--- src/hdl/ftdsc_pkg.sv ---
`default_nettype none
// ----------------------------------------------------------------------------
// ftdsc_pkg
// Types and constants shared by the frame time debt skip controller.
// ----------------------------------------------------------------------------
package ftdsc_pkg;

   localparam int MODE_W      = 2;
   localparam int AMOUNT_W    = 16;
   localparam int LIMIT_W     = 9;
   localparam int RATE_W      = 8;
   localparam int DEBT_W      = 32;
   localparam int FT_W        = 10;
   localparam int PERIOD_W    = 10;
   localparam int CSR_INDEX_W = 2;
   localparam int CSR_DATA_W  = 10;

   localparam int PER_W  = FT_W + PERIOD_W;
   localparam int PROD_W = PER_W + RATE_W;
   localparam int MS_W   = AMOUNT_W + FT_W;

   // serial multiplier: multiplier consumed DIGIT_W bits per cycle
   localparam int MUL_A_W = PER_W;
   localparam int MUL_B_W = AMOUNT_W;
   localparam int MUL_P_W = MUL_A_W + MUL_B_W;
   localparam int DIGIT_W = 2;

   localparam logic [FT_W-1:0]     FT_RESET     = 10'd33;
   localparam logic [RATE_W-1:0]   MAX_RESET    = 8'd4;
   localparam logic [PERIOD_W-1:0] PERIOD_RESET = 10'd30;

   typedef enum logic [MODE_W-1:0] {
      MODE_BEGIN        = 2'd0,
      MODE_REPAY_FRAMES = 2'd1,
      MODE_REPAY_TIME   = 2'd2,
      MODE_END          = 2'd3
   } mode_type;

   typedef enum logic [CSR_INDEX_W-1:0] {
      CSR_FRAME_TIME   = 2'd0,
      CSR_MAX_RATE     = 2'd1,
      CSR_REPAY_PERIOD = 2'd2
   } csr_index_type;

   typedef struct packed {
      logic               start;
      logic [MUL_A_W-1:0] a;
      logic [MUL_B_W-1:0] b;
   } mul_req_type;

   typedef struct packed {
      logic               done;
      logic [MUL_P_W-1:0] product;
   } mul_rsp_type;

endpackage
`default_nettype wire

--- src/hdl/ftdsc_req_if.sv ---
`default_nettype none
// ----------------------------------------------------------------------------
// ftdsc_req_if
// Event word channel: mode, amount and caller rate limit.
// ----------------------------------------------------------------------------
interface ftdsc_req_if;
   logic                                 valid;
   logic                                 ready;
   logic [ftdsc_pkg::MODE_W-1:0]         mode;
   logic [ftdsc_pkg::AMOUNT_W-1:0]       amount;
   logic signed [ftdsc_pkg::LIMIT_W-1:0] repay_limit;

   modport source (output valid, mode, amount, repay_limit, input ready);
   modport sink   (input valid, mode, amount, repay_limit, output ready);
endinterface
`default_nettype wire

--- src/hdl/ftdsc_rsp_if.sv ---
`default_nettype none
// ----------------------------------------------------------------------------
// ftdsc_rsp_if
// Result word channel: rate, capped rate and time debt.
// ----------------------------------------------------------------------------
interface ftdsc_rsp_if;
   logic                                valid;
   logic                                ready;
   logic [ftdsc_pkg::RATE_W-1:0]        repay_rate;
   logic [ftdsc_pkg::RATE_W-1:0]        capped_rate;
   logic signed [ftdsc_pkg::DEBT_W-1:0] time_debt;

   modport source (output valid, repay_rate, capped_rate, time_debt, input ready);
   modport sink   (input valid, repay_rate, capped_rate, time_debt, output ready);
endinterface
`default_nettype wire

--- src/hdl/ftdsc_sermul.sv ---
`default_nettype none
// ----------------------------------------------------------------------------
// ftdsc_sermul
// Digit-serial unsigned multiplier. The multiplier shifts out DIGIT_W bits
// per cycle; finishes as soon as the remaining multiplier bits are zero.
// ----------------------------------------------------------------------------
module ftdsc_sermul (
   input  wire logic               clock,
   input  wire logic               reset,
   input  wire ftdsc_pkg::mul_req_type mul_req,
   output      ftdsc_pkg::mul_rsp_type mul_rsp
);
   import ftdsc_pkg::*;

   logic               busy_ff, busy_in;
   logic [MUL_P_W-1:0] mcand_ff, mcand_in;
   logic [MUL_B_W-1:0] mplier_ff, mplier_in;
   logic [MUL_P_W-1:0] acc_ff, acc_in;
   logic [MUL_P_W-1:0] partial;
   logic               done;

   assign done = busy_ff && (mplier_ff == '0);

   always_comb begin
      partial = '0;
      for (int i = 0; i < DIGIT_W; i++) begin
         if (mplier_ff[i]) begin
            partial = partial + (mcand_ff << i);
         end
      end
   end

   always_comb begin
      busy_in   = busy_ff;
      mcand_in  = mcand_ff;
      mplier_in = mplier_ff;
      acc_in    = acc_ff;
      if (mul_req.start) begin
         busy_in   = 1'b1;
         mcand_in  = {{(MUL_P_W-MUL_A_W){1'b0}}, mul_req.a};
         mplier_in = mul_req.b;
         acc_in    = '0;
      end else if (done) begin
         busy_in = 1'b0;
      end else if (busy_ff) begin
         acc_in    = acc_ff + partial;
         mcand_in  = mcand_ff << DIGIT_W;
         mplier_in = mplier_ff >> DIGIT_W;
      end
   end

   always_ff @(posedge clock) begin
      if (reset) begin
         busy_ff <= 1'b0;
      end else begin
         busy_ff <= busy_in;
      end
      mcand_ff  <= mcand_in;
      mplier_ff <= mplier_in;
      acc_ff    <= acc_in;
   end

   assign mul_rsp.done    = done;
   assign mul_rsp.product = acc_ff;

endmodule
`default_nettype wire

--- src/hdl/frame_time_debt_skip_controller.sv ---
`default_nettype none
// ----------------------------------------------------------------------------
// frame_time_debt_skip_controller
// Frame pacing controller: time debt, repay rate and repaid flag.
// ----------------------------------------------------------------------------
// One event word in, one result word out. Events are handled one at a time;
// the input takes a new word once the previous one has moved to the output
// register, even while that result still waits. All products go through one
// serial multiplier that retires two multiplier bits per cycle and stops when
// the remaining bits are zero. Begin frame with debt below one frame time
// skips the multiplier; otherwise it forms frame time times repay period and
// then that product times rate before adjusting the rate. Repay frames forms
// frame time times amount before the repay step. Register writes take effect
// at once and are seen by any later step of an event in progress.
// ----------------------------------------------------------------------------
module frame_time_debt_skip_controller (
   input  wire logic                                clock,
   input  wire logic                                reset,
   ftdsc_req_if.sink                                req,
   ftdsc_rsp_if.source                              rsp,
   input  wire logic                                csr_we,
   input  wire logic [ftdsc_pkg::CSR_INDEX_W-1:0]   csr_index,
   input  wire logic [ftdsc_pkg::CSR_DATA_W-1:0]    csr_wdata
);
   import ftdsc_pkg::*;

   localparam int EXT_W = DEBT_W + 2;
   localparam logic signed [EXT_W-1:0] DEBT_MAX_EXT = 34'sh0_7FFF_FFFF;

   typedef enum logic [2:0] {
      S_IDLE,
      S_PER_WAIT,
      S_PROD_WAIT,
      S_RATE,
      S_MS_WAIT,
      S_REPAY,
      S_DONE
   } state_type;

   state_type                  state_ff, state_in;
   logic [FT_W-1:0]            ft_ff, ft_in;
   logic [RATE_W-1:0]          maxr_ff, maxr_in;
   logic [PERIOD_W-1:0]        period_ff, period_in;
   logic signed [DEBT_W-1:0]   debt_ff, debt_in;
   logic [RATE_W-1:0]          rate_ff, rate_in;
   logic                       flag_ff, flag_in;
   logic signed [LIMIT_W-1:0]  limit_ff, limit_in;
   logic [PER_W-1:0]           per_ff, per_in;
   logic [PROD_W-1:0]          prod_ff, prod_in;
   logic [MS_W-1:0]            ms_ff, ms_in;
   mul_req_type                mul_req_ff, mul_req_in;
   mul_rsp_type                mul_rsp;
   logic                       rsp_valid_ff, rsp_valid_in;
   logic [RATE_W-1:0]          rsp_rate_ff, rsp_rate_in;
   logic [RATE_W-1:0]          rsp_capped_ff, rsp_capped_in;
   logic signed [DEBT_W-1:0]   rsp_debt_ff, rsp_debt_in;

   logic signed [EXT_W-1:0]    debt_ext, amount_ext, ft_ext, ms_ext;
   logic signed [EXT_W-1:0]    debt_sum, debt_diff, debt_floor;
   logic [DEBT_W-1:0]          debt_pos;
   logic [PROD_W-1:0]          prod_dec;
   logic                       rate_inc, rate_dec;
   logic [RATE_W:0]            rate_next;
   logic                       req_take;

   ftdsc_sermul u_mul (
      .clock   (clock),
      .reset   (reset),
      .mul_req (mul_req_ff),
      .mul_rsp (mul_rsp)
   );

   assign req.ready = (state_ff == S_IDLE);
   assign req_take  = req.valid && req.ready;

   assign debt_ext   = {{2{debt_ff[DEBT_W-1]}}, debt_ff};
   assign amount_ext = {{(EXT_W-AMOUNT_W){1'b0}}, req.amount};
   assign ft_ext     = {{(EXT_W-FT_W){1'b0}}, ft_ff};
   assign ms_ext     = {{(EXT_W-MS_W){1'b0}}, ms_ff};
   assign debt_sum   = debt_ext + amount_ext;
   assign debt_diff  = debt_ext - ms_ext;
   assign debt_floor = -ft_ext;

   // debt is known nonnegative while the rate is adjusted
   assign debt_pos = {1'b0, debt_ff[DEBT_W-2:0]};
   assign prod_dec = prod_ff - {{(PROD_W-PER_W){1'b0}}, per_ff};
   assign rate_inc = {{(DEBT_W-PROD_W){1'b0}}, prod_ff} < debt_pos;
   assign rate_dec = !rate_inc && (rate_ff > 8'd1)
                     && ({{(DEBT_W-PROD_W){1'b0}}, prod_dec} > debt_pos);

   always_comb begin
      if (rate_inc) begin
         rate_next = {1'b0, rate_ff} + 9'd1;
      end else if (rate_dec) begin
         rate_next = {1'b0, rate_ff} - 9'd1;
      end else begin
         rate_next = {1'b0, rate_ff};
      end
   end

   always_comb begin
      state_in      = state_ff;
      ft_in         = ft_ff;
      maxr_in       = maxr_ff;
      period_in     = period_ff;
      debt_in       = debt_ff;
      rate_in       = rate_ff;
      flag_in       = flag_ff;
      limit_in      = limit_ff;
      per_in        = per_ff;
      prod_in       = prod_ff;
      ms_in         = ms_ff;
      mul_req_in    = mul_req_ff;
      mul_req_in.start = 1'b0;
      rsp_valid_in  = rsp_valid_ff && !rsp.ready;
      rsp_rate_in   = rsp_rate_ff;
      rsp_capped_in = rsp_capped_ff;
      rsp_debt_in   = rsp_debt_ff;

      if (csr_we) begin
         case (csr_index_type'(csr_index))
            CSR_FRAME_TIME:   ft_in     = csr_wdata[FT_W-1:0];
            CSR_MAX_RATE:     maxr_in   = csr_wdata[RATE_W-1:0];
            CSR_REPAY_PERIOD: period_in = csr_wdata[PERIOD_W-1:0];
            default: ;
         endcase
      end

      case (state_ff)
         S_IDLE: begin
            if (req_take) begin
               limit_in = req.repay_limit;
               case (mode_type'(req.mode))
                  MODE_BEGIN: begin
                     flag_in = 1'b0;
                     debt_in = (debt_sum > DEBT_MAX_EXT) ? DEBT_MAX_EXT[DEBT_W-1:0]
                                                         : debt_sum[DEBT_W-1:0];
                     if (debt_sum < ft_ext) begin
                        rate_in  = '0;
                        state_in = S_DONE;
                     end else begin
                        mul_req_in.start = 1'b1;
                        mul_req_in.a     = {{(MUL_A_W-FT_W){1'b0}}, ft_ff};
                        mul_req_in.b     = {{(MUL_B_W-PERIOD_W){1'b0}}, period_ff};
                        state_in         = S_PER_WAIT;
                     end
                  end
                  MODE_REPAY_FRAMES: begin
                     mul_req_in.start = 1'b1;
                     mul_req_in.a     = {{(MUL_A_W-FT_W){1'b0}}, ft_ff};
                     mul_req_in.b     = req.amount;
                     state_in         = S_MS_WAIT;
                  end
                  MODE_REPAY_TIME: begin
                     ms_in    = {{(MS_W-AMOUNT_W){1'b0}}, req.amount};
                     state_in = S_REPAY;
                  end
                  MODE_END: begin
                     if (!flag_ff) begin
                        debt_in = '0;
                        rate_in = '0;
                        flag_in = 1'b1;
                     end
                     state_in = S_DONE;
                  end
                  default: state_in = S_DONE;
               endcase
            end
         end
         S_PER_WAIT: begin
            if (mul_rsp.done) begin
               per_in           = mul_rsp.product[PER_W-1:0];
               mul_req_in.start = 1'b1;
               mul_req_in.a     = mul_rsp.product[MUL_A_W-1:0];
               mul_req_in.b     = {{(MUL_B_W-RATE_W){1'b0}}, rate_ff};
               state_in         = S_PROD_WAIT;
            end
         end
         S_PROD_WAIT: begin
            if (mul_rsp.done) begin
               prod_in  = mul_rsp.product[PROD_W-1:0];
               state_in = S_RATE;
            end
         end
         S_RATE: begin
            rate_in  = (rate_next > {1'b0, maxr_ff}) ? maxr_ff : rate_next[RATE_W-1:0];
            state_in = S_DONE;
         end
         S_MS_WAIT: begin
            if (mul_rsp.done) begin
               ms_in    = mul_rsp.product[MS_W-1:0];
               state_in = S_REPAY;
            end
         end
         S_REPAY: begin
            debt_in  = (debt_diff < debt_floor) ? debt_floor[DEBT_W-1:0]
                                                : debt_diff[DEBT_W-1:0];
            flag_in  = 1'b1;
            state_in = S_DONE;
         end
         S_DONE: begin
            if (!rsp_valid_ff || rsp.ready) begin
               rsp_valid_in  = 1'b1;
               rsp_rate_in   = rate_ff;
               rsp_debt_in   = debt_ff;
               rsp_capped_in = (!limit_ff[LIMIT_W-1] && (rate_ff > limit_ff[RATE_W-1:0]))
                               ? limit_ff[RATE_W-1:0] : rate_ff;
               state_in      = S_IDLE;
            end
         end
         default: state_in = S_IDLE;
      endcase
   end

   always_ff @(posedge clock) begin
      if (reset) begin
         state_ff         <= S_IDLE;
         ft_ff            <= FT_RESET;
         maxr_ff          <= MAX_RESET;
         period_ff        <= PERIOD_RESET;
         debt_ff          <= '0;
         rate_ff          <= '0;
         flag_ff          <= 1'b1;
         mul_req_ff.start <= 1'b0;
         rsp_valid_ff     <= 1'b0;
      end else begin
         state_ff         <= state_in;
         ft_ff            <= ft_in;
         maxr_ff          <= maxr_in;
         period_ff        <= period_in;
         debt_ff          <= debt_in;
         rate_ff          <= rate_in;
         flag_ff          <= flag_in;
         mul_req_ff.start <= mul_req_in.start;
         rsp_valid_ff     <= rsp_valid_in;
      end
      mul_req_ff.a  <= mul_req_in.a;
      mul_req_ff.b  <= mul_req_in.b;
      limit_ff      <= limit_in;
      per_ff        <= per_in;
      prod_ff       <= prod_in;
      ms_ff         <= ms_in;
      rsp_rate_ff   <= rsp_rate_in;
      rsp_capped_ff <= rsp_capped_in;
      rsp_debt_ff   <= rsp_debt_in;
   end

   assign rsp.valid       = rsp_valid_ff;
   assign rsp.repay_rate  = rsp_rate_ff;
   assign rsp.capped_rate = rsp_capped_ff;
   assign rsp.time_debt   = rsp_debt_ff;

endmodule
`default_nettype wire
--- src/flat_wrapper.sv ---
// flat-port wrapper written by rule: the top's interface ports become plain ports
module frame_time_debt_skip_controller_flat import ftdsc_pkg::*;
  (clock, reset, csr_we, csr_index, csr_wdata, req_valid, req_mode, req_amount, req_repay_limit, req_ready, rsp_valid, rsp_repay_rate, rsp_capped_rate, rsp_time_debt, rsp_ready);
  ftdsc_req_if req_i ();
  ftdsc_rsp_if rsp_i ();
  input  wire logic clock;
  input  wire logic reset;
  input  wire logic csr_we;
  input  wire logic [ftdsc_pkg::CSR_INDEX_W-1:0] csr_index;
  input  wire logic [ftdsc_pkg::CSR_DATA_W-1:0] csr_wdata;
  input wire logic [$bits(req_i.valid)-1:0] req_valid;
  input wire logic [$bits(req_i.mode)-1:0] req_mode;
  input wire logic [$bits(req_i.amount)-1:0] req_amount;
  input wire logic [$bits(req_i.repay_limit)-1:0] req_repay_limit;
  output wire logic [$bits(req_i.ready)-1:0] req_ready;
  output wire logic [$bits(rsp_i.valid)-1:0] rsp_valid;
  output wire logic [$bits(rsp_i.repay_rate)-1:0] rsp_repay_rate;
  output wire logic [$bits(rsp_i.capped_rate)-1:0] rsp_capped_rate;
  output wire logic [$bits(rsp_i.time_debt)-1:0] rsp_time_debt;
  input wire logic [$bits(rsp_i.ready)-1:0] rsp_ready;
  assign req_i.valid = req_valid;
  assign req_i.mode = req_mode;
  assign req_i.amount = req_amount;
  assign req_i.repay_limit = req_repay_limit;
  assign req_ready = req_i.ready;
  assign rsp_valid = rsp_i.valid;
  assign rsp_repay_rate = rsp_i.repay_rate;
  assign rsp_capped_rate = rsp_i.capped_rate;
  assign rsp_time_debt = rsp_i.time_debt;
  assign rsp_i.ready = rsp_ready;
  frame_time_debt_skip_controller u_core (.clock(clock), .reset(reset), .req(req_i), .rsp(rsp_i), .csr_we(csr_we), .csr_index(csr_index), .csr_wdata(csr_wdata));
endmodule
--- config.mk ---
export PLATFORM = sky130hd
export DESIGN_NAME = frame_time_debt_skip_controller_flat
export DESIGN_NICKNAME = d
export VERILOG_FILES = /design/src/hdl/ftdsc_pkg.sv /design/src/hdl/ftdsc_req_if.sv /design/src/hdl/ftdsc_rsp_if.sv /design/src/hdl/ftdsc_sermul.sv /design/src/hdl/frame_time_debt_skip_controller.sv /design/src/flat_wrapper.sv
export SDC_FILE = /design/constraint.sdc
export NUM_CORES = 1
export LEC_CHECK = 0
export ABC_AREA = 1
export ABC_CLOCK_PERIOD_IN_PS = 13900
export BUFFER_PORTS_ARGS = -buffer_cell sky130_fd_sc_hd__buf_2
export CORE_MARGIN = 1.5
export CORE_UTILIZATION = 40
export CTS_BUF_LIST = sky130_fd_sc_hd__clkbuf_8
export DETAILED_ROUTE_END_ITERATION = 8
export PLACE_DENSITY = 0.59
export SLEW_MARGIN = 5
export SYNTH_ARGS = -nofsm -noshare
export SYNTH_HDL_FRONTEND = slang
export SYNTH_HIERARCHICAL = 1
export SYNTH_SLANG_ARGS = --single-unit
--- constraint.sdc ---
create_clock -name clock -period 13.9 [get_ports clock]
set_input_delay 3.475 -clock clock [delete_from_list [all_inputs] [get_ports clock]]
set_output_delay 3.475 -clock clock [all_outputs]
set_load 0.03 [all_outputs]
[Word-level counts from Yosys, hierarchy flattened]
Cells that the tools add are included.
Storage, ports and cells
  output and inout bits: 50
  word-level logic and storage cells: 147
  register bits: 330
  input port bits: 44
Operators by class
  reductions and logical operators: 37
  bitwise operators: 1
  $add $sub $neg: 8
  order comparisons: 8
  equal/unequal tests: 23
  multiplexer cells: 47
Operator list (count)
  37-bit one-hot mux with 2 select lines: 2
  32-bit 2-to-1 mux: 4
  32-bit one-hot mux with 2 select lines: 2
  37-bit 2-to-1 mux: 3
  26-bit 2-to-1 mux: 3
  36-bit adder: 2
  36-bit 2-to-1 mux: 2
  20-bit 2-to-1 mux: 3
  26-bit one-hot mux with 2 select lines: 1
  16-bit 2-to-1 mux: 3
  8-bit 2-to-1 mux: 5
  34-bit by 32-bit > comparator with 1-bit output (second input constant): 1
  34-bit by 11-bit less-than comparator with 1-bit output: 1
  34-bit less-than comparator: 1
  10-bit negator with 34-bit output: 1
  32-bit by 17-bit adder with 33-bit output: 1
  32-bit by 27-bit subtractor with 33-bit output: 1
  8-bit one-hot mux with 2 select lines: 2
  28-bit by 31-bit > comparator with 1-bit output: 1
  28-bit by 31-bit less-than comparator with 1-bit output: 1
  28-bit by 20-bit subtractor with 28-bit output: 1
  3-bit 2-to-1 mux: 6
  9-bit 2-to-1 mux: 2
  3-bit one-hot mux with 6 select lines: 1
  other kinds (29): 74

[Longest topological paths before layout]
Gate-level depths: netlist of the first run.
  depth in word-level cells: 9
  depth in mapped cells: 46
  gate-level depth less buffers: 45

[Hierarchy]
The synthesis of the first run kept the hierarchy.
Modules (own cells, without submodules)
  frame_time_debt_skip_controller: times used 1, cells each 2227, seq. area each 6496.2 µm², area each 17286.6 µm²
  ftdsc_sermul: times used 1, cells each 1266, seq. area each 2142.1 µm², area each 8092.8 µm²

[Least setup slack after synthesis of the first run]
OpenSTA, ideal clock, no wires.
  path type: input port to flip-flop
  start point: input req_amount[0]
  end point: register u_core/mul_req_ff[0] in the netlist's numbering, enable pin
  setup time: 0.396 ns
  data arrival time: 6.555 ns
  buffers on the path: 1
  stages on the path: 26
  setup slack: 6.949 ns
  required time: 13.504 ns
  cells stage by stage: ha_1 > fa_1 > nand2_1 > inv_2 > nand2_1 > nand2_2 > nand2_1 > nand2_2 > xor2_1 > ha_1 > nand2_1 > inv_1 > nor2_1 > o21a_1 > nand2_1 > a21oi_1 > nand3_1 > nor2_1 > nand3_1 > nor2_1 > nand3_2 > nand3_2 > inv_2 > o21ai_4 > buf_8 > nand2_2
On the way
  word-level cells in the longest chain between the ends: 4
RTL lines
  from (decl): line flat_wrapper.sv:13  | input wire logic [$bits(req_i.amount)-1:0] req_amount;
  32-bit by 17-bit adder with 33-bit output: line frame_time_debt_skip_controller.sv:80  | assign debt_sum = debt_ext + amount_ext;
  34-bit by 11-bit less-than comparator with 1-bit output: line frame_time_debt_skip_controller.sv:138  | if (debt_sum < ft_ext) begin
  3-bit != test (no line)
  5-bit AND reduction (no line)
  to (decl): line frame_time_debt_skip_controller.sv:51  | mul_req_type mul_req_ff, mul_req_in;
Every way passes these cells.
A chain may end at the register's enable or synchronous reset.

[Worst setup path after layout of the first run]
  start point: input req_amount[0]
  end point: register u_core/mul_req_ff[28] in the netlist's numbering, enable pin
Same word-level chain as after synthesis.

==> impl_metrics.py, run 1 <==
metrics = {
    "synthesis": {
        "syn_area_um2": 23500,
        "yosysWarningCount": 6,
        "synth_nets": 3446,
        "syn_inst": 3171,
        "syn_avg_cell_area_um2": 7.41,
    },
    "route": {
        "wl_per_cell_um": 17.3,
        "antenna_left": 0,
        "via_per_inst": 5.12,
        "drc": 0,
        "vias": 20900,
        "drtIter0Drc": 1749,
        "routed_wl_um": 70500,
        "dr.pass1.iters": 6,
    },
    "worst_setup_path": {
        "cp.arrival_ns": 7.58,
        "crit_type": "in2reg",
        "cp.required_ns": 14.10,
        "critPathMaxFanout": 36,
        "cp-end-kind": "register",
        "crit_top_cell": "nand2_1",
        "cp-start-kind": "input pin",
        "critPathMaxStageDelay_ns": 0.63,
        "cpMaxStageDelayCell": "nand2_2",
    },
    "timing": {
        "holdWs_ns": 0.472,
        "slew_headroom_pct": 14.8,
        "period_share_pct": 53.1,
        "fin_setup_tns_ns": 0,
        "fin_skew_ns": 0.0609,
        "drv_slew": 0,
        "fmax_mhz": 135,
        "hold_viol": 0,
        "post-route-min-period_ns": 7.39,
        "rsz0062_at_grt": "false",
        "setup_viol": 0,
        "max_slew.worst_pin.slew_ns": 1.27,
    },
    "placed_design": {
        "hpwl_um": 55400,
        "place_area_um2": 24600,
        "place.gp.congestion": 0.976,
        "io_buffers": 93,
    },
    "cells_and_area": {
        "utilization_pct": 44.5,
        "final_area_um2": 25800,
        "seq_area_um2": 8320,
        "syn_to_final_growth_pct": 9.78,
        "fin_nets": 3529,
        "multi_input_area_um2": 13000,
        "fillCellCount": 6047,
        "drive_gt1_share_pct": 9.14,
    },
    "global_routing": {
        "overflow": 0,
        "antenna_found_initial": 1,
        "track_usage_pct": 23.3,
        "grt_pass1_vias": 19300,
        "grt_pass1_wl_um": 109000,
        "grt_max_degree": 67,
    },
    "clock_network": {
        "clockRootBuffer": "clkbuf_8",
        "cts_buffers": 57,
        "clk_pin_slew_ns": 0.05,
        "cts_tree": "yes",
        "cts.sinks": 314,
        "cts_resized": 0,
        "clock_latency_ns": 0.71,
        "postCtsSetupBuffers": 0,
        "clockBufferDepth": 3,
        "htree_levels": 2,
        "holdBufCountCts": 0,
    },
    "power_and_ir_drop": {
        "swShare_pct": 49.2,
        "power_leakage_nw": 12.2,
        "seq_power_share_pct": 28.3,
        "p_clk_share_pct": 17.4,
        "internal_power_mw": 2.62,
        "p_comb_share_pct": 54.4,
        "p_switching_mw": 2.54,
        "peakVddDrop_v": 0.000109,
        "power.density_nw_per_um2": 200,
    },
    "floorplanning": {
        "fp.dieW_um": 245,
        "io_pins": 94,
        "start_util_pct": 40.6,
        "rows": 88,
        "die_h_um": 245,
        "die_area_um2": 60200,
        "core_um2": 57900,
    },
    "run_status": {
        "status": "finished, final reports clean",
    },
    "min_path": {
        "hp-class": "reg2reg",
    },
    "run": {
        "max_cap_viol_count": 0,
    },
}
## registers in the layout, indices dropped and copies added, names as in the netlist, 3 cells and up
name	cells
u_core/rsp.time_debt	32
u_core/ms_ff	26
u_core/u_mul/mcand_ff	28
u_core/rsp.repay_rate	8
u_core/u_mul/acc_ff	28
u_core/prod_ff	28
u_core/rsp.capped_rate	8
u_core/limit_ff	9
u_core/debt_ff	32
u_core/ft_ff	10
u_core/mul_req_ff	37
u_core/state_ff	3
u_core/rate_ff	8
u_core/u_mul/mplier_ff	16
u_core/maxr_ff	8
u_core/period_ff	10
u_core/per_ff	20
## metal layers
| metal | vias up | wire [µm] | GRT usage (%) |
|---|---|---|---|
| met1 | 9514 | 32700 | 32.4 |
| met5 | - | 0 | 0 |
| met4 | 0 | 1900 | 7.52 |
| li1 | 10700 | - | - |
| met3 | 98 | 4060 | 2.91 |
| met2 | 579 | 31800 | 37.6 |
## critical path: cells and delay by family
| family | cells | cell delay (ns) |
|---|---|---|
| AND/OR/NAND/NOR | 15 | 1.94 |
| adder cells (fa/ha/maj) | 3 | 1.01 |
| AO/OA/AOI/OAI | 3 | 0.66 |
| buffers and inverters | 4 | 0.31 |
| XOR/XNOR | 1 | 0.15 |
## layout make-up
class | instances | area share (%)
multi-input combinational | 2310 | 50.6
sequential | 314 | 32.3
inverter | 461 | 6.71
tap | 765 | 3.71
clock buffer | 62 | 3.31
timing repair buffer | 110 | 2.30
clock inverter | 46 | 1.14
antenna | 2 | 0.0194
## cells in the final DEF (no fill, tap or decap), types with 4 or more instances in the layout
cell type and n:
o21a_1 10, xnor2_1 33, buf_4 17, edfxtp_1 203, or2_1 5, a21boi_1 4
o21ai_0 232, o211ai_1 10, inv_2 11, o21ai_2 6, fa_1 5, nor3_1 32
a31oi_1 19, ha_1 226, a21o_1 10, clkbuf_8 62, clkinv_2 14, nand4_1 23
nand3_1 117, nand2_2 30, a21boi_0 5, buf_2 93, xor2_1 81, nor2_1 287
o221ai_1 4, nand2_1 748, a21oi_1 289, o21ai_1 29, a21oi_2 6, nor3_2 5
or2_2 10, nor4_1 25, o21bai_1 7, dfxtp_1 110, inv_1 459, nor2_2 15
o22ai_2 9, clkinv_1 18, nand3_2 10
## power by group through the flow
stage,clock network [mW],logic (mW),registers (mW)
final,0.897,2.81,1.46
after global routing,0.956,3.22,1.48
after CTS,0.922,2.80,1.46
after detailed placement,0,2.78,1.48
after global placement,0,2.77,1.48
after floorplan,0,2.13,1.36
## stage by stage
stage	instances	total power [mW]	setup WS, ns
finish	4070	5.17	6.51
global placement	3960	4.25	5.91
floorplan	3171	3.49	6.95
CTS	4068	5.18	6.60
global route	4069	5.65	6.18
detailed placement	3960	4.26	5.89
## path summary, 6_finish.rpt
path / from / end / slack [ns] / cells after the start
max: req_amount[0] / u_core/mul_req_ff[28] / 6.51 / 26
min: u_core/flag_ff / u_core/flag_ff / 0.47 / 2
max reg2reg: u_core/prod_ff[0] / u_core/rate_ff[4] / 6.74 / 39
min reg2reg: u_core/flag_ff / u_core/flag_ff / 0.47 / 2
Note: power is estimated with default switching activity, not from simulation.
==> run 2: changes to the inputs <==
- ABC_AREA: 1 -> 0
- ABC_CLOCK_PERIOD_IN_PS: 13900 -> 6170
- PLACE_DENSITY: 0.59 -> 0.61
- clock period: 13.9 -> 6.17 ns (I/O delays scaled with it)
==> impl_metrics.py, run 2 <==
metrics = {
    "timing": {
        "hold_viol": 0,
        "post-route-min-period_ns": 6.32,
        "period_share_pct": 103,
        "setup_viol": 8,
        "slew_headroom_pct": 27.3,
        "fmax_mhz": 158,
        "setup_slack_ns": -0.155,
        "drv_slew": 0,
        "fin_skew_ns": 0.0416,
        "rsz0062_at_grt": "true",
        "fin_setup_tns_ns": -1.04,
        "max_slew.worst_pin.slew_ns": 1.09,
    },
    "clock_network": {
        "cts_buffers": 58,
        "htree_levels": 2,
        "cts.sinks": 314,
        "clock_latency_ns": 0.68,
        "clockBufferDepth": 3,
        "cts_tree": "yes",
        "clk_pin_slew_ns": 0.06,
        "clockRootBuffer": "clkbuf_8",
    },
    "synthesis": {
        "syn_avg_cell_area_um2": 9.19,
        "syn_inst": 2462,
        "synth_nets": 2737,
        "yosysWarningCount": 6,
        "syn_area_um2": 22600,
    },
    "worst_setup_path": {
        "rr_endpoint": "u_core/rate_ff[4]",
        "cp-end-kind": "register",
        "critPathMaxStageDelay_ns": 0.38,
        "reg2reg_depth": 34,
        "crit_type": "reg2reg",
        "crit_end": "u_core/rate_ff[4]",
        "cp.required_ns": 6.72,
        "reg2reg_from": "u_core/prod_ff[0]",
        "cpMaxStageDelayCell": "edfxtp_1",
        "cp-start-kind": "register",
        "critPathMaxFanout": 6,
        "startpoint": "u_core/prod_ff[0]",
        "rrSetupSlack_ns": -0.15,
        "crit_top_cell": "a21o_1",
        "cp.arrival_ns": 6.88,
    },
    "global_routing": {
        "grt_pass1_wl_um": 108000,
        "overflow": 0,
        "antenna_found_initial": 0,
        "grt_pass1_vias": 18700,
        "grt_max_degree": 63,
        "track_usage_pct": 24.0,
    },
    "cells_and_area": {
        "fillCellCount": 5326,
        "final_cell_mix": "225 x nand2_1, 220 x ha_1, 205 x a21oi_1",
        "fin_nets": 2888,
        "regMostFlops": "u_core/mul_req_ff",
        "syn_to_final_growth_pct": 15.4,
        "drive_gt1_share_pct": 17.0,
        "final_area_um2": 26100,
        "layout_commonest_cell": "nand2_1",
        "largest_reg_flops": 37,
        "fin_cells": 3411,
    },
    "route": {
        "routed_wl_um": 70000,
        "dr.pass1.iters": 5,
        "wl_per_cell_um": 20.5,
        "via_per_inst": 5.74,
        "drtIter0Drc": 1718,
        "vias": 19600,
        "drc": 0,
        "antenna_left": 0,
    },
    "power_and_ir_drop": {
        "seq_power_share_pct": 33.2,
        "p_switching_mw": 3.65,
        "p_clk_share_pct": 24.8,
        "power.density_nw_per_um2": 350,
        "power_leakage_nw": 10.8,
        "swShare_pct": 39.9,
        "internal_power_mw": 5.49,
        "p_comb_share_pct": 42.0,
        "peakVddDrop_v": 0.000292,
    },
    "placed_design": {
        "hpwl_um": 53700,
        "place_ws_ns": -0.445,
        "place_area_um2": 24400,
        "io_buffers": 93,
        "place.gp.congestion": 0.962,
        "dp.cells": 3288,
    },
    "floorplanning": {
        "start_util_pct": 40.7,
        "core_um2": 55500,
        "rows": 86,
        "io_pins": 94,
        "die_h_um": 241,
        "die_area_um2": 58000,
        "fp.dieW_um": 241,
    },
    "run_status": {
        "status": "complete, but fails checks",
        "violations": "negative setup slack",
    },
    "run": {
        "max_cap_viol_count": 0,
    },
    "min_path": {
        "hp-class": "reg2reg",
    },
}
## run 2: worst min path at each step
stage | from | to | slack, ns | cells past startpoint
after floorplan | u_core/debt_ff[26] | u_core/rsp.time_debt[26] | 0.40 | 0
after global placement | u_core/period_ff[6] | u_core/period_ff[6] | 0.44 | 2
after detailed placement | u_core/period_ff[7] | u_core/period_ff[7] | 0.45 | 2
after CTS | u_core/period_ff[7] | u_core/period_ff[7] | 0.46 | 2
after global routing | u_core/u_mul/mcand_ff[27] | u_core/u_mul/mcand_ff[27] | 0.48 | 2
final | u_core/period_ff[7] | u_core/period_ff[7] | 0.46 | 2
## run 2: power by group through the flow
stage | clock network, mW | logic [mW] | registers, mW
5_1_grt | 2.41 | 4.23 | 3.07
2_1_floorplan | 0 | 2.76 | 2.87
3_5_place_dp | 0 | 3.70 | 3.06
3_3_place_gp | 0 | 3.64 | 3.06
4_1_cts | 2.32 | 3.75 | 3.02
6_report | 2.27 | 3.84 | 3.03
## run 2: layer usage
layer | track usage, % | wire length (µm)
met1 | 34.8 | 33200
met2 | 36.6 | 30200
met3 | 3.44 | 4430
met4 | 8.09 | 2160
met5 | 0 | 0
## run 2: critical path, delay by kind of cell, from the launching register on
family / cells / cell delay, ns
AOI/OAI and AO/OA: 19 / 3.18
xor gates and xnor gates: 1 / 0.07
adders and majority gates: 4 / 1.03
buffers and inverters: 3 / 0.30
DFF: 1 / 0.38
and+or+nand+nor: 7 / 1.23
## run 2: cell type report
cell class | instances | area (µm²) | share of cell area (%)
Inverter | 150 | 563 | 2.16
Clock inverter | 48 | 460 | 1.76
Sequential cell | 314 | 8320 | 31.9
Clock buffer | 61 | 840 | 3.22
Multi-Input combinational cell | 1883 | 13600 | 52.2
Antenna cell | 1 | 2.50 | 0.00959
Tap cell | 748 | 936 | 3.59
Timing Repair Buffer | 206 | 1340 | 5.15
## run 2: per-stage QoR
| stage | total power [mW] | hold WS (ns) | utilization (%) |
|---|---|---|---|
| after CTS | 9.09 | 0.458 | 46.5 |
| after floorplan | 5.63 | 0.403 | - |
| after global routing | 9.72 | 0.477 | 47.0 |
| final | 9.14 | 0.459 | 47.0 |
| after detailed placement | 6.77 | 0.450 | 44.0 |
| after global placement | 6.69 | 0.442 | 44.0 |
## run 2: repair_timing
action | in CTS | in global routing
setup buffers | 6 | 6
resized for setup | 20 | 44
endpoints found under the setup margin | 8 | 11
hold buffers | 0 | 0
gates cloned | 1 | 0
pin swaps | 21 | 10
==> run 3: changes to the inputs <==
- GPL_TIMING_DRIVEN: not set -> 0
==> impl_metrics.py, run 3 (synthesized netlist as in run 2, its figures left out) <==
metrics = {
    "cells_and_area": {
        "multi_input_area_um2": 13700,
        "fillCellCount": 5394,
        "syn_to_final_growth_pct": 15.5,
        "seq_area_um2": 8320,
        "regMostFlops": "u_core/mul_req_ff",
        "largest_reg_flops": 37,
        "final_cell_mix": "224 x nand2_1, 221 x ha_1, 205 x a21oi_1",
        "drive_gt1_share_pct": 15.4,
        "layout_commonest_cell": "nand2_1",
        "utilization_pct": 47.1,
        "antenna_cells": 0,
        "fin_nets": 2929,
    },
    "global_routing": {
        "antenna_found_initial": 1,
        "track_usage_pct": 25.4,
        "overflow": 0,
        "grt_pass1_wl_um": 113000,
        "grt_max_degree": 34,
        "grt_pass1_vias": 19500,
    },
    "run_status": {
        "status": "complete, but fails checks",
        "violations": "negative setup slack",
    },
    "power_and_ir_drop": {
        "power.density_nw_per_um2": 349,
        "power_leakage_nw": 10.7,
        "total_power_mw": 9.12,
        "peakVddDrop_v": 0.000195,
    },
    "floorplanning": {
        "die_h_um": 241,
        "io_pins": 94,
        "rows": 86,
        "fp.dieW_um": 241,
        "core_um2": 55500,
        "die_area_um2": 58000,
        "start_util_pct": 40.7,
    },
    "run": {
        "max_cap_viol_count": 0,
    },
    "route": {
        "drc": 0,
        "drtIter0Drc": 1751,
        "dr.pass1.iters": 6,
        "routed_wl_um": 74000,
        "via_per_inst": 5.78,
        "vias": 20000,
        "wl_per_cell_um": 21.4,
        "antenna_left": 0,
    },
    "timing": {
        "setup_slack_ns": -0.593,
        "slew_headroom_pct": 8.44,
        "drv_slew": 0,
        "post-route-min-period_ns": 6.76,
        "period_share_pct": 110,
        "rsz0062_at_grt": "true",
        "max_slew.worst_pin.slew_ns": 1.37,
        "fmax_mhz": 148,
        "fin_skew_ns": 0.0325,
        "holdWs_ns": 0.438,
        "fin_setup_tns_ns": -4.34,
        "setup_viol": 8,
        "hold_viol": 0,
    },
    "clock_network": {
        "holdBufCountCts": 0,
        "cts.sinks": 314,
        "clockRootBuffer": "clkbuf_8",
        "cts_buffers": 59,
        "htree_levels": 2,
        "clk_pin_slew_ns": 0.06,
        "cts_tree": "yes",
        "clock_latency_ns": 0.68,
        "clockBufferDepth": 3,
    },
    "worst_setup_path": {
        "cp.arrival_ns": 7.31,
        "crit_type": "reg2reg",
        "critPathMaxFanout": 6,
        "crit_top_cell": "a211oi_2",
        "critPathMaxStageDelay_ns": 0.41,
        "cp-start-kind": "register",
        "cpMaxStageDelayCell": "a2111oi_4",
        "rrSetupSlack_ns": -0.59,
        "cp-end-kind": "register",
        "cp.required_ns": 6.71,
    },
    "placed_design": {
        "place.gp.congestion": 0.964,
        "io_buffers": 92,
        "hpwl_um": 58500,
        "place_ws_ns": -1.20,
    },
    "min_path": {
        "hp-class": "reg2reg",
    },
}
==> run 3: path summary, 6_finish.rpt <==
path / cells past startpoint / start / endpoint
max: 33 / u_core/per_ff[1] / u_core/rate_ff[1]
min: 0 / u_core/debt_ff[30] / u_core/rsp.time_debt[30]
max reg2reg: 33 / u_core/per_ff[1] / u_core/rate_ff[1]
min reg2reg: 0 / u_core/debt_ff[30] / u_core/rsp.time_debt[30]
==> run 3: layer usage <==
metal  track usage, %  share of wire (%)  vias to the layer above
li1                 -                  -                     9515
met1             34.7                 46                     9559
met2             40.3                 44                      714
met3             3.48                5.8                      170
met4             11.0                4.3                        0
met5                0                  0                        -
==> run 3: layout make-up <==
type | count | area share [%]
multi-input cells | 1883 | 52.3
flip-flops and latches | 314 | 31.8
clock buffers | 68 | 3.58
well taps | 748 | 3.58
repair buffers | 132 | 3.13
inverters | 150 | 2.16
plain buffers | 114 | 2.08
clock inverters | 44 | 1.33
==> run 3: power breakdown <==
| group | internal, mW | switching, mW |
|---|---|---|
| combinational | 1.53 | 2.41 |
| clock | 1.26 | 0.946 |
| sequential | 2.63 | 0.361 |
==> run 3: repair_timing <==
action / 4_1_cts / 5_1_grt
gates resized for setup: 49 / 38
endpoints found under the setup margin: 29 / 40
hold endpoints to repair: 0 / 0
buffers inserted: 18 / 16
pin swaps: 31 / 35
==> run 3: critical path, delay by kind of cell (launching register included) <==
family                     cells  cell delay, ns
AOI/OAI and AO/OA             19            3.78
and+or+nand+nor                6            1.02
adders and majority gates      3            0.76
buffers and inverters          4            0.51
DFF                            1            0.37
xor gates and xnor gates       1            0.20
==> run 3: metrics by stage <==
stage	cells	cell area (µm²)
6_report	3453	26100
5_1_grt	3453	26100
4_1_cts	3437	25800
3_5_place_dp	3308	24300
3_3_place_gp	3302	24100
2_1_floorplan	2462	22700
